==> src/rtl/core/gbe_pkg.sv <==
// Shared types and codes for the gap buffer editor.
// No dependencies; imported by every module of the block.
`timescale 1ns / 1ps

package gbe_pkg;

   localparam int ACT_W    = 3;
   localparam int CHAR_W   = 8;
   localparam int COUNT_W  = 11;
   localparam int POS_W    = 10;
   localparam int STATUS_W = 2;
   localparam int LEN_W    = 11;

   localparam logic [ACT_W-1:0] ACT_INSERT  = 3'd0;
   localparam logic [ACT_W-1:0] ACT_DELETE  = 3'd1;
   localparam logic [ACT_W-1:0] ACT_FORWARD = 3'd2;
   localparam logic [ACT_W-1:0] ACT_REWIND  = 3'd3;
   localparam logic [ACT_W-1:0] ACT_READ    = 3'd4;

   localparam logic [STATUS_W-1:0] ST_OK    = 2'd0;
   localparam logic [STATUS_W-1:0] ST_RANGE = 2'd1;
   localparam logic [STATUS_W-1:0] ST_FULL  = 2'd2;

   typedef enum logic {
      ALU_ADD,
      ALU_SUB
   } alu_op_type;

   // packed with the first field in the highest bits
   typedef struct packed {
      logic [POS_W-1:0]   position;
      logic [COUNT_W-1:0] count;
      logic [CHAR_W-1:0]  char_in;
      logic [ACT_W-1:0]   action;
   } req_type;

   typedef struct packed {
      logic [LEN_W-1:0]    cursor;
      logic [LEN_W-1:0]    text_length;
      logic [CHAR_W-1:0]   char_out;
      logic [STATUS_W-1:0] status;
   } result_type;

endpackage

==> src/rtl/core/gbe_alu.sv <==
// Shared add/subtract unit for pointer checks and address generation.
// Depends on gbe_pkg for the operation type.
`timescale 1ns / 1ps

module gbe_alu
   import gbe_pkg::*;
#(
   parameter int W = 12
) (
   input  alu_op_type     op,
   input  logic [W-1:0]   a,
   input  logic [W-1:0]   b,
   output logic [W-1:0]   y
);

   always_comb begin
      case (op)
         ALU_ADD: y = a + b;
         ALU_SUB: y = a - b;
         default: y = a + b;
      endcase
   end

endmodule

==> src/rtl/core/gbe_seq.sv <==
// Sequencer of the gap buffer editor: gap pointers, range checks, byte copy loop.
// Depends on gbe_pkg, gbe_alu; drives the byte store ports.
`timescale 1ns / 1ps

module gbe_seq
   import gbe_pkg::*;
#(
   parameter int DEPTH = 1024
) (
   input  logic                       clock,
   input  logic                       reset,
   input  logic                       req_valid,
   input  req_type                    req,
   output logic                       req_ready,
   input  logic                       out_free,
   output logic                       rsp_valid,
   output result_type                 rsp,
   output logic                       st_we,
   output logic [$clog2(DEPTH)-1:0]   st_waddr,
   output logic [CHAR_W-1:0]          st_wdata,
   output logic [$clog2(DEPTH)-1:0]   st_raddr,
   input  logic [CHAR_W-1:0]          st_rdata
);

   localparam int CW = $clog2(DEPTH + 1);
   localparam int AW = $clog2(DEPTH);
   localparam int UW = ((CW > COUNT_W) ? CW : COUNT_W) + 1;

   typedef enum logic [2:0] {
      S_IDLE,
      S_CHECK,
      S_ADDR,
      S_RD_WAIT,
      S_COPY_RD,
      S_COPY_WR,
      S_RESULT
   } state_type;

   state_type             state_ff;
   logic [CW-1:0]         gap_left_ff;
   logic [CW-1:0]         gap_right_ff;
   req_type               item_ff;
   logic [COUNT_W-1:0]    remain_ff;
   logic [STATUS_W-1:0]   status_ff;
   logic [CHAR_W-1:0]     char_ff;
   logic [UW-1:0]         tmp_ff;

   alu_op_type            alu_op;
   logic [UW-1:0]         alu_a;
   logic [UW-1:0]         alu_b;
   logic [UW-1:0]         alu_y;

   logic [UW-1:0]         gl_x;
   logic [UW-1:0]         gr_x;
   logic [UW-1:0]         cnt_x;
   logic [UW-1:0]         pos_x;
   logic [UW-1:0]         len_x;
   logic                  accept;

   assign gl_x   = {{(UW-CW){1'b0}}, gap_left_ff};
   assign gr_x   = {{(UW-CW){1'b0}}, gap_right_ff};
   assign cnt_x  = {{(UW-COUNT_W){1'b0}}, item_ff.count};
   assign pos_x  = {{(UW-POS_W){1'b0}}, item_ff.position};
   assign len_x  = gl_x + UW'(DEPTH) - gr_x;
   assign accept = req_valid && req_ready;

   gbe_alu #(.W(UW)) u_alu (
      .op (alu_op),
      .a  (alu_a),
      .b  (alu_b),
      .y  (alu_y)
   );

   always_comb begin
      alu_op = ALU_ADD;
      alu_a  = '0;
      alu_b  = '0;
      case (state_ff)
         S_CHECK: begin
            case (item_ff.action)
               ACT_INSERT: begin
                  alu_a = gl_x;
                  alu_b = UW'(1);
               end
               ACT_DELETE, ACT_REWIND: begin
                  alu_op = ALU_SUB;
                  alu_a  = gl_x;
                  alu_b  = cnt_x;
               end
               ACT_FORWARD: begin
                  alu_a = gr_x;
                  alu_b = cnt_x;
               end
               ACT_READ: begin
                  alu_op = ALU_SUB;
                  alu_a  = pos_x;
                  alu_b  = gl_x;
               end
               default: begin
                  alu_a = '0;
               end
            endcase
         end
         S_ADDR: begin
            alu_a = gr_x;
            alu_b = tmp_ff;
         end
         S_COPY_RD: begin
            if (item_ff.action == ACT_REWIND) begin
               alu_op = ALU_SUB;
               alu_a  = gl_x;
               alu_b  = UW'(1);
            end else begin
               alu_a = gr_x;
            end
         end
         S_COPY_WR: begin
            if (item_ff.action == ACT_REWIND) begin
               alu_op = ALU_SUB;
               alu_a  = gr_x;
               alu_b  = UW'(1);
            end else begin
               alu_a = gl_x;
            end
         end
         default: begin
            alu_a = '0;
         end
      endcase
   end

   always_comb begin
      st_we    = 1'b0;
      st_waddr = alu_y[AW-1:0];
      st_wdata = st_rdata;
      st_raddr = alu_y[AW-1:0];
      case (state_ff)
         S_CHECK: begin
            if (item_ff.action == ACT_INSERT && gap_left_ff != gap_right_ff) begin
               st_we    = 1'b1;
               st_waddr = gap_left_ff[AW-1:0];
               st_wdata = item_ff.char_in;
            end
            if (item_ff.action == ACT_READ) begin
               st_raddr = pos_x[AW-1:0];
            end
         end
         S_COPY_WR: begin
            st_we = 1'b1;
         end
         default: begin
            st_we = 1'b0;
         end
      endcase
   end

   always_ff @(posedge clock) begin
      if (reset) begin
         state_ff     <= S_IDLE;
         gap_left_ff  <= '0;
         gap_right_ff <= CW'(DEPTH);
         status_ff    <= ST_OK;
         char_ff      <= '0;
      end else begin
         case (state_ff)
            S_IDLE: begin
               if (accept) begin
                  item_ff   <= req;
                  status_ff <= ST_OK;
                  char_ff   <= '0;
                  state_ff  <= S_CHECK;
               end
            end
            S_CHECK: begin
               case (item_ff.action)
                  ACT_INSERT: begin
                     if (gap_left_ff == gap_right_ff) begin
                        status_ff <= ST_FULL;
                     end else begin
                        gap_left_ff <= alu_y[CW-1:0];
                     end
                     state_ff <= S_RESULT;
                  end
                  ACT_DELETE: begin
                     if (alu_y[UW-1]) begin
                        status_ff <= ST_RANGE;
                     end else begin
                        gap_left_ff <= alu_y[CW-1:0];
                     end
                     state_ff <= S_RESULT;
                  end
                  ACT_FORWARD: begin
                     remain_ff <= item_ff.count;
                     if (alu_y > UW'(DEPTH)) begin
                        status_ff <= ST_RANGE;
                        state_ff  <= S_RESULT;
                     end else if (item_ff.count == '0) begin
                        state_ff <= S_RESULT;
                     end else begin
                        state_ff <= S_COPY_RD;
                     end
                  end
                  ACT_REWIND: begin
                     remain_ff <= item_ff.count;
                     if (alu_y[UW-1]) begin
                        status_ff <= ST_RANGE;
                        state_ff  <= S_RESULT;
                     end else if (item_ff.count == '0) begin
                        state_ff <= S_RESULT;
                     end else begin
                        state_ff <= S_COPY_RD;
                     end
                  end
                  ACT_READ: begin
                     tmp_ff <= alu_y;
                     if (alu_y[UW-1]) begin
                        state_ff <= S_RD_WAIT;
                     end else begin
                        state_ff <= S_ADDR;
                     end
                  end
                  default: begin
                     status_ff <= ST_RANGE;
                     state_ff  <= S_RESULT;
                  end
               endcase
            end
            S_ADDR: begin
               if (alu_y >= UW'(DEPTH)) begin
                  status_ff <= ST_RANGE;
                  state_ff  <= S_RESULT;
               end else begin
                  state_ff <= S_RD_WAIT;
               end
            end
            S_RD_WAIT: begin
               char_ff  <= st_rdata;
               state_ff <= S_RESULT;
            end
            S_COPY_RD: begin
               state_ff <= S_COPY_WR;
            end
            S_COPY_WR: begin
               if (item_ff.action == ACT_REWIND) begin
                  gap_left_ff  <= gap_left_ff - CW'(1);
                  gap_right_ff <= gap_right_ff - CW'(1);
               end else begin
                  gap_left_ff  <= gap_left_ff + CW'(1);
                  gap_right_ff <= gap_right_ff + CW'(1);
               end
               remain_ff <= remain_ff - COUNT_W'(1);
               if (remain_ff == COUNT_W'(1)) begin
                  state_ff <= S_RESULT;
               end else begin
                  state_ff <= S_COPY_RD;
               end
            end
            S_RESULT: begin
               if (out_free) begin
                  state_ff <= S_IDLE;
               end
            end
            default: begin
               state_ff <= S_IDLE;
            end
         endcase
      end
   end

   assign req_ready       = (state_ff == S_IDLE);
   assign rsp_valid       = (state_ff == S_RESULT);
   assign rsp.status      = status_ff;
   assign rsp.char_out    = char_ff;
   assign rsp.text_length = len_x[LEN_W-1:0];
   assign rsp.cursor      = gl_x[LEN_W-1:0];

   a_gap_order: assert property (@(posedge clock) disable iff (reset)
      gap_left_ff <= gap_right_ff)
      else $error("gap left edge passed right edge");

   a_gap_bound: assert property (@(posedge clock) disable iff (reset)
      gap_right_ff <= CW'(DEPTH))
      else $error("gap right edge beyond store");

   a_accept_busy: assert property (@(posedge clock) disable iff (reset)
      accept |=> state_ff != S_IDLE)
      else $error("item accepted but sequencer stayed idle");

   a_copy_count: assert property (@(posedge clock) disable iff (reset)
      (state_ff == S_COPY_RD) |-> remain_ff != '0)
      else $error("copy loop entered with nothing to copy");

endmodule
==> config.mk <==
export PLATFORM = sky130hd
export DESIGN_NAME = gbe_seq
export DESIGN_NICKNAME = d
export VERILOG_FILES = /design/src/rtl/core/gbe_pkg.sv /design/src/rtl/core/gbe_alu.sv /design/src/rtl/core/gbe_seq.sv
export SDC_FILE = /design/constraint.sdc
export NUM_CORES = 1
export LEC_CHECK = 0
export ABC_AREA = 1
export CAP_MARGIN = 5
export CORE_ASPECT_RATIO = 0.9
export CORE_MARGIN = 3
export CORE_UTILIZATION = 50
export CTS_CLUSTER_DIAMETER = 30
export CTS_CLUSTER_SIZE = 16
export DETAILED_ROUTE_END_ITERATION = 10
export DONT_BUFFER_PORTS = 1
export SYNTH_ARGS = -nofsm -noshare
export SYNTH_HDL_FRONTEND = slang
export SYNTH_SLANG_ARGS = --single-unit
==> constraint.sdc <==
create_clock -name clock -period 13.3 [get_ports clock]
set_input_delay 3.99 -clock clock [delete_from_list [all_inputs] [get_ports clock]]
set_output_delay 3.99 -clock clock [all_outputs]
set_load 0.02 [all_outputs]
=== After elaboration in Yosys (flattened, before gate mapping) ===
Index checks and enable logic that the tools add are counted.
W data, S select, Z words.

* Flip-flop bits (word level): 90
* Output and inout bits: 63
* Logic and storage cells: 115

* Add/subtract/negate cells: 9
* Magnitude comparators: 2
* Equality and inequality tests: 24
* Multiplexer cells: 46
* Bitwise gates (word level): 2
* Reductions and logical operators: 21

{| class="wikitable"
|+ Operators by type and width
! cell !! number
|-
| $mux W11 || 7
|-
| $pmux W11 S2 || 3
|-
| $pmux W11 S3 || 2
|-
| $pmux W12 S4 || 1
|-
| $mux W10 || 4
|-
| $pmux W12 S3 || 1
|-
| $sub A11 B1 Y11 const B || 3
|-
| $mux W8 || 3
|-
| $pmux W12 S2 || 1
|-
| $add A11 B1 Y11 const B || 2
|-
| $pmux W3 S7 || 1
|-
| $mux W2 || 8
|-
| $pmux W8 S2 || 1
|-
| $ne A3 B3 Y1 const B || 5
|-
| $add A12 B12 Y12 || 1
|-
| $eq A3 B2 Y1 const B || 4
|-
| $eq A3 B3 Y1 const B || 4
|-
| $ge A12 B11 Y1 const B || 1
|-
| $gt A12 B11 Y1 const B || 1
|-
| $mux W3 || 4
|-
| $sub A12 B12 Y12 || 1
|-
| $add A11 B11 Y11 const B || 1
|-
| $eq A11 B1 Y1 const B || 1
|-
| $eq A11 B11 Y1 || 1
|-
| 23 further kinds || 43
|}

=== Longest topological paths before layout ===
Gate-level depths: netlist of the first run.

* Depth after elaboration: 10
* Depth in mapped cells: 32
* Gate-level depth less buffers: 30

=== By module ===
From an unflattened synthesis of the first run, not the netlist that was laid out.

* Cells, all modules: 1033
* Area, all modules: 7320.8 sq um

{| class="wikitable"
|+ By module, submodules not included
! module !! times used !! cells an instance !! area an instance (sq um)
|-
| gbe_seq || 1 || 866 || 6371.1
|-
| gbe_alu || 1 || 167 || 949.7
|}

=== Worst setup path before layout of the first run ===
Ideal clock, no wire load.

* Kind: input to output
* Start: input port st_rdata[0]
* End: output port st_wdata[0]
* Arrival time: 4198 ps
* Data required time: 9310 ps
* Setup slack: 5112 ps
* Stages on the path: 2
* Cell sequence: nand2_1 -> nand2_1

* Word-level cells in the longest chain between the ends: 2

{| class="wikitable"
|+ RTL lines
! item !! RTL line !! RTL
|-
| start, declared || gbe_seq.sv:22 || <nowiki>input logic [CHAR_W-1:0] st_rdata</nowiki>
|-
| $mux W8 || gbe_seq.sv:139 || <nowiki>if (item_ff.action == ACT_INSERT && gap_left_ff != gap_right_ff) begin</nowiki>
|-
| $mux W8 * || gbe_seq.sv:137 || <nowiki>case (state_ff)</nowiki>
|-
| end, declared || gbe_seq.sv:20 || <nowiki>output logic [CHAR_W-1:0] st_wdata,</nowiki>
|}

Every way passes the cells marked *; elsewhere a longest branch is shown, timed or not.

=== Final worst setup path of the first run ===
* Start: register state_ff[2]
* End: output port st_raddr[8]

* Word-level cells in the longest chain between the ends: 7

{| class="wikitable"
|+ RTL lines
! item !! RTL line !! RTL
|-
| start, declared || gbe_seq.sv:39 || <nowiki>state_type state_ff;</nowiki>
|-
| start signal, assigned || gbe_seq.sv:159 || <nowiki>state_ff <= S_IDLE;</nowiki>
|-
| start signal, assigned || gbe_seq.sv:171 || <nowiki>state_ff <= S_CHECK;</nowiki>
|-
| start signal, assigned || gbe_seq.sv:182 || <nowiki>state_ff <= S_RESULT;</nowiki>
|-
| $eq A3 B3 Y1 || gbe_seq.sv:78 || <nowiki>case (state_ff)</nowiki>
|-
| $reduce_or A2 Y1 (no line) || -- ||
|-
| $pmux W12 S3 or $pmux W1 S2 (tied branches) || gbe_seq.sv:78 ||
|-
| $sub A12 B12 Y12 (tied with other cells) || gbe_alu.sv:19 || <nowiki>ALU_SUB: y = a - b;</nowiki>
|-
| $pmux W12 S2 || gbe_alu.sv:17 || <nowiki>case (op)</nowiki>
|-
| $mux W10 || gbe_seq.sv:144 || <nowiki>if (item_ff.action == ACT_READ) begin</nowiki>
|-
| $mux W10 * || gbe_seq.sv:137 ||
|-
| end, declared || gbe_seq.sv:21 || <nowiki>output logic [$clog2(DEPTH)-1:0] st_raddr,</nowiki>
|}

Marks and branches as above.

==> results of run 1 <==
[registers in the layout, summed over array words and instances, names as in the netlist]
signal / count
remain_ff: 11
cnt_x: 11
tmp_ff: 12
state_ff: 3
status_ff: 2
gap_right_ff: 11
gap_left_ff: 11
item_ff: 21
char_ff: 8
[worst max-delay path by stage]
stage / from / to / cells past startpoint
floorplan: st_rdata[0] / st_wdata[0] / 2
global placement: st_rdata[7] / st_wdata[7] / 2
detailed placement: item_ff[2]$_DFFE_PP_ / st_raddr[9] / 19
CTS: item_ff[2]$_DFFE_PP_ / st_raddr[9] / 19
global route: item_ff[2]$_DFFE_PP_ / st_raddr[9] / 19
finish: state_ff[2]$_SDFFE_PP0P_ / st_raddr[8] / 16
[synth_stat cells, types with 3 or more instances]
cell,number,area share
nand2_2,12,0.011
o21ai_1,4,0.0029
ha_1,51,0.091
o2111ai_1,4,0.0050
dfxtp_1,35,0.10
inv_2,9,0.0048
nor2_1,71,0.038
buf_6,3,0.0048
edfxtp_1,55,0.24
xor2_1,36,0.045
o21ai_0,81,0.058
nand2_1,260,0.14
o211ai_1,5,0.0054
nor3_1,9,0.0065
a31oi_1,5,0.0045
nor2_2,3,0.0027
nor2_4,4,0.0065
a21oi_2,6,0.0075
fa_1,4,0.011
o21bai_1,6,0.0065
a21oi_1,53,0.038
buf_2,4,0.0029
nand4_1,20,0.018
nand3_1,60,0.043
or2_2,3,0.0027
inv_1,103,0.055
clkbuf_1,17,0.0091
xnor2_1,10,0.013
[cell families (layout without fill, tap and decap cells)]
kind of cell               count (synthesis)  count (layout)  share of synthesized area
AOI/OAI and AO/OA                        175             175                      0.140
and+or+nand+nor                          451             451                      0.281
adders and majority gates                 55              55                      0.103
DFF                                       90              90                      0.337
buffers and inverters                    141             135                     0.0812
xor gates and xnor gates                  46              46                     0.0577
[cell type report]
| class | count | area, sq um |
|---|---|---|
| clock buffer | 9 | 225 |
| clock inverter | 7 | 72.6 |
| fill | 1311 | 6120 |
| inverter | 114 | 430 |
| multi-input combinational | 727 | 4070 |
| sequential | 90 | 2350 |
| tap | 168 | 210 |
| timing repair buffer | 5 | 37.5 |
[per-stage QoR]
step,cell area [sq um],std cells,hold WS (ns)
5_1_grt,7400,1120,0.588
3_5_place_dp,7100,1104,0.551
2_1_floorplan,6980,958,0.509
3_3_place_gp,7100,1104,0.525
6_report,7400,1120,0.564
4_1_cts,7400,1120,0.561
[routing by layer]
layer | vias to the layer above | routed length, microns | GRT usage | share of wire
met1 | 3029 | 9130 | 0.374 | 0.42
li1 | 3180 | - | - | -
met5 | - | 0 | 0 | 0
met4 | 0 | 567 | 0.0945 | 0.026
met3 | 43 | 1830 | 0.0658 | 0.085
met2 | 291 | 10100 | 0.453 | 0.47
[critical path, stage by stage (launching register included)]
cell and delay [ns]:
dfxtp_1 0.56, inv_1 0.18, nor2_1 0.24, inv_1 0.09
nor2_1 0.54, a21oi_1 0.18, o21ai_1 0.38, a221oi_1 0.22
ha_1 0.27, fa_1 0.41, inv_1 0.09, nand3_1 0.07
nand2_1 0.11, a21oi_1 0.10, o21bai_1 0.16, xor2_1 0.17
o21ai_0 0.59
==> results.cfg, run 1 <==
[status]
status = finished, final reports clean

[synth]
ys.flop_type = edfxtp_1
synth_fp_nets = 1057
ys_seq_elements = 90
netlist_instances = 958
synthDistinctLibCells = 46
ys_seq_area_frac = 0.337
syn_area_sq_um = 6980
async_flop_share = 0
ys_warn_count = 0
synth_edf_count = 55
avgSynthCellArea_sq_um = 7.28

[placement]
pre_cts_slack_ns = 5.05
io_buffers = 0
dpl.hpwl_microns = 16600
gp_congestion = 0.950

[cells_and_area]
final_core_util = 0.547
final_nets = 1046
syn_to_final_growth_pct = 6.01
drive_gt1_frac = 0.0693
final_common_cell = nand2_1
diodes = 0
layout_common_cells = nand2_1 (260), inv_1 (103), o21ai_0 (81)

[timing]
slew_headroom = 0.240
fmax_mhz = 115
fin_skew_ns = 0.0116
setup_viol = 0
timing.final.crit_period_ns = 8.71
timing.final.crit_share = 0.655
rsz0062_at_grt = no
hold_viol_final = 0
fin_tns_setup_ns = 0
slew_violations = 0
worst_slack_ns = 4.59
worst_pin_slew_ns = 1.14

[clocking]
cts_tree = done
cts_hold_buffers = 0
path_clk_slew_ns = 0.07
clockRootBuffer = clkbuf_16
cts_buffer_depth = 2
h-tree-depth = 3
cts_setup_buffers = 0
cts_num_sinks = 90
cts-resized-gates = 0
cts_buffers = 9
clk_latency_ns = 0.36

[floorplan]
core-area_sq_um = 13500
die_y_microns = 118
start_util = 0.516
num_rows = 40
chipWidth_microns = 131
io_pins = 107
die_area_sq_um = 15400

[hold_path]
holdPathStages = 2
hold_end = gap_right_ff[10]$_SDFFE_PP1P_
hold_path.class = reg2reg
hp-start = gap_right_ff[10]$_SDFFE_PP1P_

[grt]
grt_pass1_wl_microns = 33500
grt_pass1_vias = 6336
antenna_found_initial = 0
grt_util_all_layers = 0.283
grt.overflow.total = 0
grt_start_max_net_pins = 57

[setup_path]
critPathLaunchType = flop
rrSetupSlack_ns = 8.16
crit_fanout = 11
crit_type = reg2out
end_kind = primary output
ff2ff_path_depth = 22
arrival_ns = 4.72
critPathRequiredTime_ns = 9.31
r2r_end = status_ff[1]$_SDFFE_PP0P_
rr_startpoint = state_ff[2]$_SDFFE_PP0P_

[run]
maxCapViolCount = 0

[detailed_routing]
drc = 0
drt-total-wl_microns = 21600
routed-via-count = 6543
via_per_inst = 5.84
avgRoutedWirePerCell_microns = 19.3
first_pass_iters = 5
drt-initial-drc-count = 644
antenna_left = 0
Power of run 1 is not shown: default switching activity piles up to over one toggle a cycle in this logic, so the estimate is an artifact.
==> inputs of run 2 (changes only) <==
Clock period 13.3 ns to 8.02 ns, I/O delays scaled along.
==> results.cfg, run 2 (synthesis results as in run 1) <==
[status]
status = finished, final reports clean

[clocking]
cts_setup_buffers = 0
cts-resized-gates = 0
cts_buffers = 9
cts_num_sinks = 90
cts_tree = done
clk_latency_ns = 0.36
cts_hold_buffers = 0
h-tree-depth = 3
path_clk_slew_ns = 0.08
cts_buffer_depth = 2
clockRootBuffer = clkbuf_16

[setup_path]
r2r_end = status_ff[1]$_SDFFE_PP0P_
critPathLaunchType = flop
ff2ff_path_depth = 25
rrSetupSlack_ns = 2.97
end_kind = primary output
arrival_ns = 4.73
rr_startpoint = item_ff[2]$_DFFE_PP_
crit_type = reg2out
crit_fanout = 11
critPathRequiredTime_ns = 5.61

[timing]
setup_viol = 0
slew_headroom = 0.187
rsz0062_at_grt = no
worst_pin_slew_ns = 1.21
fin_tns_setup_ns = 0
slew_violations = 0
timing.final.crit_share = 0.889
fin_skew_ns = 0.0133
hold_viol_final = 0
fmax_mhz = 140
timing.final.crit_period_ns = 7.13

[hold_path]
hp-start = gap_right_ff[10]$_SDFFE_PP1P_
holdPathStages = 2
hold_end = gap_right_ff[10]$_SDFFE_PP1P_
hold_path.class = reg2reg

[grt]
grt_pass1_vias = 6325
grt_start_max_net_pins = 58
grt_util_all_layers = 0.284
grt_pass1_wl_microns = 33900
antenna_found_initial = 0
grt.overflow.total = 0

[cells_and_area]
final_nets = 1053
reg.largest.list = item_ff: 21 flops, tmp_ff: 12 flops
multi_input_area_sq_um = 4070
diodes = 0
top_register = item_ff
final_core_util = 0.551
ff_latch_area_sq_um = 2350
layout_common_cells = nand2_1 (260), inv_1 (103), o21ai_0 (81)
n_fill_cell = 1333
drive_gt1_frac = 0.0761
syn_to_final_growth_pct = 6.74
final_common_cell = nand2_1
largest_register_ffs = 21

[run]
maxCapViolCount = 0

[detailed_routing]
routed-via-count = 6512
avgRoutedWirePerCell_microns = 19.3
drt-initial-drc-count = 660
first_pass_iters = 5
antenna_left = 0
via_per_inst = 5.78
drt-total-wl_microns = 21800
drc = 0

[placement]
io_buffers = 0
dpl.hpwl_microns = 16900
gp_congestion = 0.966

[floorplan]
num_rows = 40
io_pins = 107
die_y_microns = 118
start_util = 0.516
chipWidth_microns = 131
die_area_sq_um = 15400
core-area_sq_um = 13500
## run 2: changes by cell type in the layout (fill, tap and decap cells not counted), sizes merged
| cell | previous run | this run |
|---|---|---|
| clkinv | 3 | 4 |
| buf | 5 | 12 |
| clkinvlp | 1 | 0 |
## run 2: final cells by class
type                            instances  area share
Sequential cell                        90       0.316
Tap cell                              168      0.0282
Clock inverter                          7     0.00958
Inverter                              114      0.0578
Timing Repair Buffer                   12      0.0121
Multi-Input combinational cell        727       0.546
Clock buffer                            9      0.0302
## run 2: routing by layer
layer,track usage,vias up,share of wire
met2,0.431,293,0.45
met5,0,-,0
met3,0.0735,55,0.084
li1,-,3183,-
met1,0.389,2981,0.43
met4,0.104,0,0.034
## run 2: critical path, stage by stage (launching register included)
cell and delay [ns]:
dfxtp_1 0.57, inv_1 0.17, nor2_1 0.23, inv_1 0.08, nor2_1 0.52, a21oi_1 0.17, o21ai_1 0.38, a221oi_1 0.21
ha_1 0.26, fa_1 0.42, inv_1 0.09, nand3_1 0.08, nand2_1 0.12, a21oi_1 0.10, o21bai_1 0.17, xor2_1 0.41
o21ai_0 0.17, buf_4 0.20
## run 2: worst max path at each step
stage / start / endpoint / slack (ns) / depth (start not counted)
floorplan: item_ff[0]$_DFFE_PP_ / st_raddr[8] / 2.22 / 13
global placement: state_ff[2]$_SDFFE_PP0P_ / st_waddr[8] / 1.52 / 17
detailed placement: state_ff[2]$_SDFFE_PP0P_ / st_waddr[8] / 1.37 / 17
CTS: state_ff[2]$_SDFFE_PP0P_ / st_waddr[8] / 0.95 / 17
global route: state_ff[2]$_SDFFE_PP0P_ / st_waddr[8] / 0.37 / 17
finish: state_ff[2]$_SDFFE_PP0P_ / st_waddr[8] / 0.89 / 17
## run 2: through the flow
step / hold slack, ns / setup WS [ns] / std cells / area (sq um)
3_3_place_gp: 0.533 / 1.52 / 1111 / 7150
2_1_floorplan: 0.509 / 2.22 / 958 / 6980
4_1_cts: 0.555 / 0.949 / 1127 / 7450
3_5_place_dp: 0.534 / 1.37 / 1111 / 7150
6_report: 0.556 / 0.887 / 1127 / 7450
5_1_grt: 0.587 / 0.365 / 1127 / 7450
Power of run 2 is left out for the same reason.
==> inputs of run 3 (changes only) <==
Settings changed: GPL_TIMING_DRIVEN from default to 0.
==> results.cfg, run 3 (synthesis results as in run 1) <==
[status]
status = finished, final reports clean

[grt]
grt.busiest_layer = met2
grt_start_max_net_pins = 29
grt_use_met2 = 0.463
grtUsageMet3 = 0.0690
grt_util_all_layers = 0.294
gr-usage-met1 = 0.394
grt_pass1_wl_microns = 34700
grt_pass1_vias = 6404
antenna_found_initial = 0
grt.overflow.total = 0

[timing]
slew_headroom = 0.238
fin_skew_ns = 0.0118
rsz0062_at_grt = no
worst_slack_ns = 0.898
setup_viol = 0
worst_pin_slew_ns = 1.14
timing.final.crit_period_ns = 7.12
hold_viol_final = 0
slew_violations = 0
timing.final.crit_share = 0.888
fmax_mhz = 140
fin_tns_setup_ns = 0

[cells_and_area]
diodes = 0
drive_gt1_frac = 0.0738
layout_common_cells = nand2_1 (260), inv_1 (103), o21ai_0 (81)
syn_to_final_growth_pct = 7.75
reg.largest.list = item_ff: 21 flops, tmp_ff: 12 flops
final_cells = 1143
n_fill_cell = 1307
final_common_cell = nand2_1
largest_register_ffs = 21
top_register = item_ff
final_nets = 1069
final_design_area_no_fill_sq_um = 7520

[setup_path]
critPathSlowestCell = edfxtp_1
critPathLaunchType = flop
end_kind = primary output
crit_type = reg2out
crit_fanout = 10
arrival_ns = 4.72
critPathMaxStageDelay_ns = 0.50
cp_common_cell = nand2_1
worstPathCellList = inv_2 -> nand2_4 -> nor2_2 -> clkinv_1 -> nor2_4 -> clkbuf_1 -> nand2_1 -> o211ai_1 -> a221oi_1 -> ha_1 -> fa_1 -> inv_1 -> nand3_1 -> nand2_1 -> a21oi_1 -> o21bai_1 -> xor2_1 -> o21ai_0
critPathRequiredTime_ns = 5.61

[clocking]
cts_num_sinks = 90
path_clk_slew_ns = 0.07
h-tree-depth = 3
cts_buffers = 9
clk_latency_ns = 0.36
cts_hold_buffers = 0
cts_setup_buffers = 0
cts-resized-gates = 0
cts_tree = done
clockRootBuffer = clkbuf_16
cts_buffer_depth = 2

[run]
maxCapViolCount = 0

[detailed_routing]
drt-initial-drc-count = 593
via_per_inst = 5.87
avgRoutedWirePerCell_microns = 19.9
first_pass_iters = 6
routed-via-count = 6714
antenna_left = 0
drt-total-wl_microns = 22700
drc = 0

[placement]
gp_congestion = 0.990
place_area_sq_um = 7220
dpl.hpwl_microns = 17800
io_buffers = 0
place_inst = 1127
pre_cts_slack_ns = 1.23

[hold_path]
hold_path.class = reg2reg

[floorplan]
die_area_sq_um = 15400
core-area_sq_um = 13500
die_y_microns = 118
num_rows = 40
start_util = 0.516
io_pins = 107
chipWidth_microns = 131
[run 3: worst paths after layout]
kind                                 start                       endpoint  slack (ns)  depth (start not counted)
max                   item_ff[0]$_DFFE_PP_                    st_waddr[8]        0.90                         18
min          gap_right_ff[10]$_SDFFE_PP1P_  gap_right_ff[10]$_SDFFE_PP1P_        0.56                          2
max reg2reg           item_ff[0]$_DFFE_PP_      status_ff[1]$_SDFFE_PP0P_        3.08                         24
min reg2reg  gap_right_ff[10]$_SDFFE_PP1P_  gap_right_ff[10]$_SDFFE_PP1P_        0.56                          2
[run 3: per-layer routing]
metal / vias to the layer above / part of all wire / wire (microns)
li1: 3226 / - / -
met1: 3117 / 0.42 / 9460
met2: 319 / 0.46 / 10400
met3: 52 / 0.095 / 2150
met4: 0 / 0.029 / 652
met5: - / 0 / 0
[run 3: cell type report]
type / count / area, sq um / share of cell area
multi-input combinational: 727 / 4070 / 0.542
clock inverter: 7 / 71.3 / 0.00949
sequential: 90 / 2350 / 0.313
clock buffer: 9 / 225 / 0.0300
timing repair buffer: 1 / 20.0 / 0.00266
inverter: 114 / 430 / 0.0572
buffer: 27 / 138 / 0.0183
tap: 168 / 210 / 0.0280
[run 3: worst max-delay path, delay by kind of cell, from the launching register on]
family / cells / cell delay, ns
flip-flops: 1 / 0.50
XOR/XNOR: 1 / 0.45
adder cells (fa/ha/maj): 2 / 0.71
AND/OR/NAND/NOR: 6 / 0.90
buffers and inverters: 4 / 0.83
AO/OA/AOI/OAI: 5 / 0.94
[run 3: through the flow]
step,hold slack (ns),utilization
6_report,0.562,0.556
4_1_cts,0.558,0.556
2_1_floorplan,0.509,-
5_1_grt,0.575,0.556
3_5_place_dp,0.548,0.534
3_3_place_gp,0.535,0.532
Power of run 3 is left out for the same reason.
